<file path="src/hdl/amru_pkg.sv">
`timescale 1ns / 1ps
// -----------------------------------------------------------------------------
// amru_pkg
// Shared types, codes and helper functions of the atomic memory RMW unit.
// -----------------------------------------------------------------------------
package amru_pkg;

	localparam int STORE_BYTES_DEF = 4096;
	localparam int BANKS           = 8;
	localparam int POS_W           = 17;
	localparam int END_W           = 22;

	localparam logic [3:0] CMD_LOAD    = 4'd0;
	localparam logic [3:0] CMD_STORE   = 4'd1;
	localparam logic [3:0] CMD_ADD     = 4'd2;
	localparam logic [3:0] CMD_SUB     = 4'd3;
	localparam logic [3:0] CMD_AND     = 4'd4;
	localparam logic [3:0] CMD_OR      = 4'd5;
	localparam logic [3:0] CMD_XOR     = 4'd6;
	localparam logic [3:0] CMD_XCHG    = 4'd7;
	localparam logic [3:0] CMD_CMPXCHG = 4'd8;
	localparam logic [3:0] CMD_LAST    = CMD_CMPXCHG;

	localparam logic [3:0] TYPE_LAST   = 4'd7;

	localparam logic [1:0] STS_OK        = 2'd0;
	localparam logic [1:0] STS_TYPE_ERR  = 2'd1;
	localparam logic [1:0] STS_RANGE_ERR = 2'd2;

	typedef enum logic [1:0] {
		ST_CLEAR,
		ST_IDLE,
		ST_EXEC
	} amru_state_t;

	typedef struct packed {
		logic clear;
		logic accept;
		logic finish;
	} amru_cmd_t;

	typedef struct packed {
		logic clear_last;
	} amru_sts_t;

	function automatic logic [63:0] amru_width_mask(input logic [1:0] szl);
		logic [63:0] m;
		unique case (szl)
			2'd0: m = 64'h0000_0000_0000_00FF;
			2'd1: m = 64'h0000_0000_0000_FFFF;
			2'd2: m = 64'h0000_0000_FFFF_FFFF;
			default: m = 64'hFFFF_FFFF_FFFF_FFFF;
		endcase
		return m;
	endfunction

	function automatic logic [63:0] amru_extend(input logic [63:0] raw,
		input logic [1:0] szl, input logic sgn);
		logic [63:0] v;
		unique case (szl)
			2'd0: v = {{56{sgn & raw[7]}}, raw[7:0]};
			2'd1: v = {{48{sgn & raw[15]}}, raw[15:0]};
			2'd2: v = {{32{sgn & raw[31]}}, raw[31:0]};
			default: v = raw;
		endcase
		return v;
	endfunction

endpackage

</file>
<file path="src/hdl/amru_ctrl.sv">
`timescale 1ns / 1ps
// -----------------------------------------------------------------------------
// amru_ctrl
// Controller: clearing pass after reset, request acceptance, and the
// modify/write-back step gated by the output register.
// -----------------------------------------------------------------------------
module amru_ctrl (
	input  logic                clk,
	input  logic                arst_n,
	input  logic                in_valid,
	output logic                in_stall,
	output logic                out_valid,
	input  logic                out_stall,
	input  amru_pkg::amru_sts_t sts,
	output amru_pkg::amru_cmd_t cmd
);
	import amru_pkg::*;

	amru_state_t state_q, state_d;
	logic        out_valid_q, out_valid_d;

	always_ff @(posedge clk or negedge arst_n) begin
		if (!arst_n) begin
			state_q     <= ST_CLEAR;
			out_valid_q <= 1'b0;
		end else begin
			state_q     <= state_d;
			out_valid_q <= out_valid_d;
		end
	end

	always_comb begin
		state_d     = state_q;
		cmd         = '0;
		in_stall    = 1'b1;
		out_valid_d = out_valid_q & out_stall;
		unique case (state_q)
			ST_CLEAR: begin
				cmd.clear = 1'b1;
				if (sts.clear_last) begin
					state_d = ST_IDLE;
				end
			end
			ST_IDLE: begin
				in_stall = 1'b0;
				if (in_valid) begin
					cmd.accept = 1'b1;
					state_d    = ST_EXEC;
				end
			end
			ST_EXEC: begin
				if (!out_valid_q || !out_stall) begin
					cmd.finish  = 1'b1;
					out_valid_d = 1'b1;
					state_d     = ST_IDLE;
				end
			end
			default: begin
				state_d = ST_CLEAR;
			end
		endcase
	end

	assign out_valid = out_valid_q;

endmodule

</file>
<file path="config.mk">
export PLATFORM = sky130hd
export DESIGN_NAME = amru_ctrl
export DESIGN_NICKNAME = d
export VERILOG_FILES = /design/src/hdl/amru_pkg.sv /design/src/hdl/amru_ctrl.sv
export SDC_FILE = /design/constraint.sdc
export NUM_CORES = 1
export LEC_CHECK = 0
export BUFFER_PORTS_ARGS = -buffer_cell sky130_fd_sc_hd__buf_4
export CORE_AREA = 8 8 45 47
export DETAILED_ROUTE_END_ITERATION = 7
export DIE_AREA = 0 0 53 55
export PLACE_DENSITY = 0.33
export SLEW_MARGIN = 20
export SYNTH_ARGS = -nofsm -noshare
export SYNTH_HDL_FRONTEND = slang
export SYNTH_SLANG_ARGS = --single-unit
</file>
<file path="constraint.sdc">
create_clock -name clk -period 0.89 [get_ports clk]
set_input_delay 0.178 -clock clk [delete_from_list [all_inputs] [get_ports clk]]
set_output_delay 0.178 -clock clk [all_outputs]
set_load 0.03 [all_outputs]
</file>
==> qor.yml, run 1 <==
timing:
  hold_violations: 0
  drv_slew: 0
  setup_ws_ps: -350
  max_freq_mhz: 806
  period_needed_ps: 1240
  skew_ps: 1.61
  relSlewSlack_pct: 86.4
  setup_violations: 7
  min_period_over_period_pct: 139
  tightest_slew_ps: 204
  rsz0062_at_grt: "yes"
power:
  p_per_area_nw_per_um2: 3810
  ir_drop_uv: 1100
  leakagePower_uw: 0.000188
setup_path:
  crit_slowest_cell: "dfrtp_2"
  cp-start-kind: "flop"
  cpLargestDelayFamily: "flip-flops"
  endpoint_kind: "output pin"
  cp.arrival_ps: 1060
  crit_required_ps: 710
  worstPathCellList: "or2b_4, buf_6"
  cpPeakStageDelay_ps: 430
  crit_type: "flop to output pin"
  critPathBufInv: 1
  cp_max_fo: 5
clock_tree:
  cts_inserted_buffers: 3
  clk_latency_ps: 230
  cts-root-buf: "clkbuf_4"
  cts_max_level: 1
  clock-sinks: 3
  clkTransAtPathRegs_ps: 40
  cts_buffer_depth: 2
  tritoncts: "built"
floorplanning:
  pin_count: 10
  rows: 14
  die_h_um: 55
  coreArea_um2: 1380
  die_area_um2: 2920
  start_util_pct: 11.0
  die_x_um: 53
yosys:
  synthCells: 16
  synth-seq-area-share_pct: 49.2
  synth_area_um2: 153
  syn-num-nets: 21
  syn_avg_cell_area_um2: 9.54
  yosysWarnings: 0
  synth_seq_cells: 3
  yosysUniqueCellTypes: 9
global_routing:
  grt_use_total_pct: 3.72
  grt_remaining_overflow: 0
  antenna_found_initial: 0
  grt_max_degree: 7
  grt_pass1_wl_um: 752
  grt_pass1_vias: 203
finish:
  antenna_cells: 0
  final_common_cell: "buf_4"
  multi_input_area_um2: 114
  regArea_um2: 78.8
  final_area_um2: 395
  drive_above_1_share_pct: 81.1
  syn_to_final_growth_pct: 159
  final_cell_mix: "9 x buf_4, 7 x buf_6"
  nFillCells: 162
  design.final.nets: 43
detailed_routing:
  firstDrtPassIters: 1
  finalWirelength_um: 488
  initialDrtViolationCount: 0
  vias_per_cell: 3.38
  vias: 179
  drc_errors: 0
  wl_per_cell_um: 9.21
  ant_nets: 0
placed_design:
  io_buffers: 9
  detailedPlace.worstSlack_ps: -136
  place_area_um2: 322
  globalplace.congestion: 0.710
outcome:
  failed_checks: "setup timing"
  outcome: "finished, violations left"
flow_run:
  drv_cap: 0
worst_hold_path:
  min_path_type: "input pin to flop"
final timing paths:
kind	from	to	slack, ps	cells after the start
setup / recovery	state_q[1]$_DFFE_PN0P_	in_stall	-350	2
hold / removal	out_stall	out_valid$_DFF_PN0_	190	3
setup reg to reg	state_q[1]$_DFFE_PN0P_	state_q[0]$_DFFE_PN0P_	-60	2
hold reg to reg	state_q[1]$_DFFE_PN0P_	state_q[1]$_DFFE_PN0P_	560	1
max in group asynchronous	arst_n	out_valid$_DFF_PN0_	510	2
min in group asynchronous	arst_n	state_q[1]$_DFFE_PN0P_	270	2
logic make-up (layout without fill, tap and decap cells):
kind of cell    Yosys count  count (layout)  synth area share [%]
buf+inv                   0              21                     0
compound gates            2               2                  14.8
flops                     3               3                  49.2
simple gates             11              11                  36.1
repair_timing:
action | 4_1_cts | 5_1_grt
hold endpoints to repair | 3 | 0
resized for setup | 9 | 1
cloned | 0 | 0
buffers inserted | 0 | 0
pin swaps | 2 | 0
endpoints found under the setup margin | 7 | 8
hold buffers | 1 | 0
power by group:
part | switching, uW | total, uW | internal (uW)
Sequential | 76.1 | 286 | 210
Clock | 68.5 | 236 | 168
Combinational | 442 | 982 | 540
metrics by stage:
stage          total power [uW]  utilization [%]  cells  hold WS (ps)  setup TNS [ps]
2_1_floorplan               756                -     16          -118            -214
3_3_place_gp               1130             23.2     48         -30.1            -526
3_5_place_dp               1140             23.2     48         -31.0            -577
4_1_cts                    1540             28.5     53           180           -1690
5_1_grt                    1620             28.6     53           194           -1890
6_report                   1500             28.6     53           193           -1560
routing by layer:
metal	global-route usage [%]	vias up	wire (um)	share of wire, %
li1	-	97	-	-
met1	3.35	75	197	40
met2	5.66	7	233	48
met3	1.34	0	57	12
met4	5.17	0	0	0
met5	0	-	0	0
cells in the mapped netlist, drive strengths merged:
cell / instances / area share, %
nor2: 4 / 9.8
nand2: 3 / 7.4
nand2b: 1 / 4.1
and2: 2 / 9.8
or2b: 1 / 4.9
o32ai: 1 / 11
dfrtp: 3 / 49
o22ai: 1 / 4.1
area by class of cell:
class	instances	area share, %
timing repair buffer	17	39.6
tap	16	5.06
clock buffer	4	6.65
sequential	3	19.9
multi-input combinational	13	28.8
worst min-delay path: cells and delay by family:
family	cells	cell delay, ps
AND/OR/NAND/NOR	2	120
buffers and inverters	1	90
registers in the layout, indices dropped and copies added, names as in the netlist:
signal	cells
state_q	2
out_valid	1
Note: power is estimated with default switching activity, not from simulation.
==> inputs of run 2 (changes only) <==
--- a/config.mk
+++ b/config.mk
@@ -6,10 +6,12 @@
 export NUM_CORES = 1
 export LEC_CHECK = 0
 export BUFFER_PORTS_ARGS = -buffer_cell sky130_fd_sc_hd__buf_4
+export CELL_PAD_IN_SITES_DETAIL_PLACEMENT = 0
+export CELL_PAD_IN_SITES_GLOBAL_PLACEMENT = 1
 export CORE_AREA = 8 8 45 47
 export DETAILED_ROUTE_END_ITERATION = 7
 export DIE_AREA = 0 0 53 55
-export PLACE_DENSITY = 0.33
+export PLACE_DENSITY = 0.41
 export SLEW_MARGIN = 20
 export SYNTH_ARGS = -nofsm -noshare
 export SYNTH_HDL_FRONTEND = slang
==> run 2 against run 1 <==
  * The run still ends with setup timing left
  * First-iteration DRC count did not move
  * Total power up 8.1%
  * Utilization increased by 2.9 points
  * Sequential power is 2% lower
  * Global-route usage up 0.55 points
  * Setup slack improved by 13 ps
  * Flip-flop and latch count unchanged
  * Clock skew shrank 1.4 ps
  * Sequential share of layout area is 1.8 points lower
  * Register-to-register slack worse by 40 ps
  * Largest power group unchanged
==> qor.yml, run 2 (synthesis gave the netlist of run 1 again) <==
outcome:
  failed_checks: "setup timing"
  outcome: "finished, violations left"
setup_path:
  cp.arrival_ps: 1050
  cp-start-kind: "flop"
  crit_required_ps: 710
  crit_type: "flop to output pin"
  cp_max_fo: 4
  endpoint_kind: "output pin"
clock_tree:
  cts_max_level: 1
  tritoncts: "built"
  cts-root-buf: "clkbuf_4"
  clk_latency_ps: 230
  cts_inserted_buffers: 3
  clkTransAtPathRegs_ps: 40
  clock-sinks: 3
  cts_buffer_depth: 2
timing:
  setup_violations: 8
  tightest_slew_ps: 187
  drv_slew: 0
  skew_ps: 0.258
  rsz0062_at_grt: "yes"
  hold_violations: 0
  period_needed_ps: 1230
  relSlewSlack_pct: 87.6
  min_period_over_period_pct: 138
  setup_ws_ps: -338
  max_freq_mhz: 814
placed_design:
  hpwlAfterDp_um: 412
  io_buffers: 9
  place_area_um2: 322
  globalplace.congestion: 0.698
detailed_routing:
  ant_nets: 0
  firstDrtPassIters: 1
  wl_per_cell_um: 9.38
  initialDrtViolationCount: 0
  vias: 187
  vias_per_cell: 3.40
  drc_errors: 0
  finalWirelength_um: 516
finish:
  antenna_cells: 0
  final_area_um2: 435
  final_common_cell: "buf_6"
  regMostFlops: "state_q"
  nFillCells: 145
  fin_util_pct: 31.5
  design.final.nets: 45
  largest_reg_flops: 2
  drive_above_1_share_pct: 92.3
  final_cell_mix: "10 x buf_6, 8 x buf_4, 3 x nor2_4, 3 x clkbuf_4, 3 x dfrtp_2"
  syn_to_final_growth_pct: 185
power:
  ir_drop_uv: 1120
  fin_total_pwr_uw: 1630
  leakagePower_uw: 0.000203
  p_per_area_nw_per_um2: 3740
floorplanning:
  pin_count: 10
  rows: 14
  start_util_pct: 11.0
  die_h_um: 55
  die_area_um2: 2920
  die_x_um: 53
  coreArea_um2: 1380
flow_run:
  drv_cap: 0
global_routing:
  grt_max_degree: 6
  grt_pass1_wl_um: 883
  grt_use_total_pct: 4.27
  grt_remaining_overflow: 0
  antenna_found_initial: 0
  grt_pass1_vias: 223
worst_hold_path:
  min_path_type: "input pin to flop"
run 2: changes by cell type in the layout (fill, tap and decap cells not counted), sizes merged:
cell,previous run,this run
buf,16,18
run 2: per-stage QoR:
| step | hold slack (ps) | instances | setup TNS, ps | setup slack (ps) |
|---|---|---|---|---|
| floorplan | -118 | 16 | -214 | -97.5 |
| global placement | -31.0 | 48 | -482 | -114 |
| detailed placement | -32.2 | 48 | -507 | -121 |
| CTS | 186 | 54 | -1530 | -349 |
| global route | 207 | 55 | -2030 | -379 |
| finish | 206 | 55 | -1680 | -338 |
run 2: timing repair:
item,in CTS,in global routing
hold buffers,1,0
resized for setup,13,4
pin swaps,3,0
buffers inserted,1,1
hold endpoints to repair,3,0
endpoints found under the setup margin,7,8
run 2: worst max-delay path, cell delays in order (launching register included):
cell,delay (ps)
dfrtp_2,430
or2b_4,260
buf_6,140
run 2: where the power goes:
group / internal, uW / switching [uW]
registers: 210 / 71.1
logic: 621 / 488
clock network: 168 / 68.6
run 2: routing by layer:
| layer | vias up | track usage [%] | share of wire, % |
|---|---|---|---|
| li1 | 98 | - | - |
| met1 | 82 | 4.12 | 40 |
| met2 | 7 | 6.25 | 52 |
| met3 | 0 | 1.87 | 8.3 |
| met4 | 0 | 5.17 | 0 |
| met5 | - | 0 | 0 |
run 2: worst paths after layout:
check / from / endpoint / slack [ps] / cells after the start
min in group asynchronous: arst_n / out_valid$_DFF_PN0_ / 270 / 2
max in group asynchronous: arst_n / state_q[1]$_DFFE_PN0P_ / 520 / 2
min: out_stall / out_valid$_DFF_PN0_ / 210 / 3
max reg2reg: state_q[1]$_DFFE_PN0P_ / state_q[0]$_DFFE_PN0P_ / -100 / 5
max: state_q[1]$_DFFE_PN0P_ / in_stall / -340 / 2
min reg2reg: out_valid$_DFF_PN0_ / out_valid$_DFF_PN0_ / 630 / 3
run 2: layout make-up:
class	count	area, um2	share of cell area [%]
repair buffers	19	183	42.0
well taps	16	20.0	4.60
flip-flops and latches	3	78.8	18.1
multi-input cells	13	128	29.3
clock buffers	4	26.3	6.03
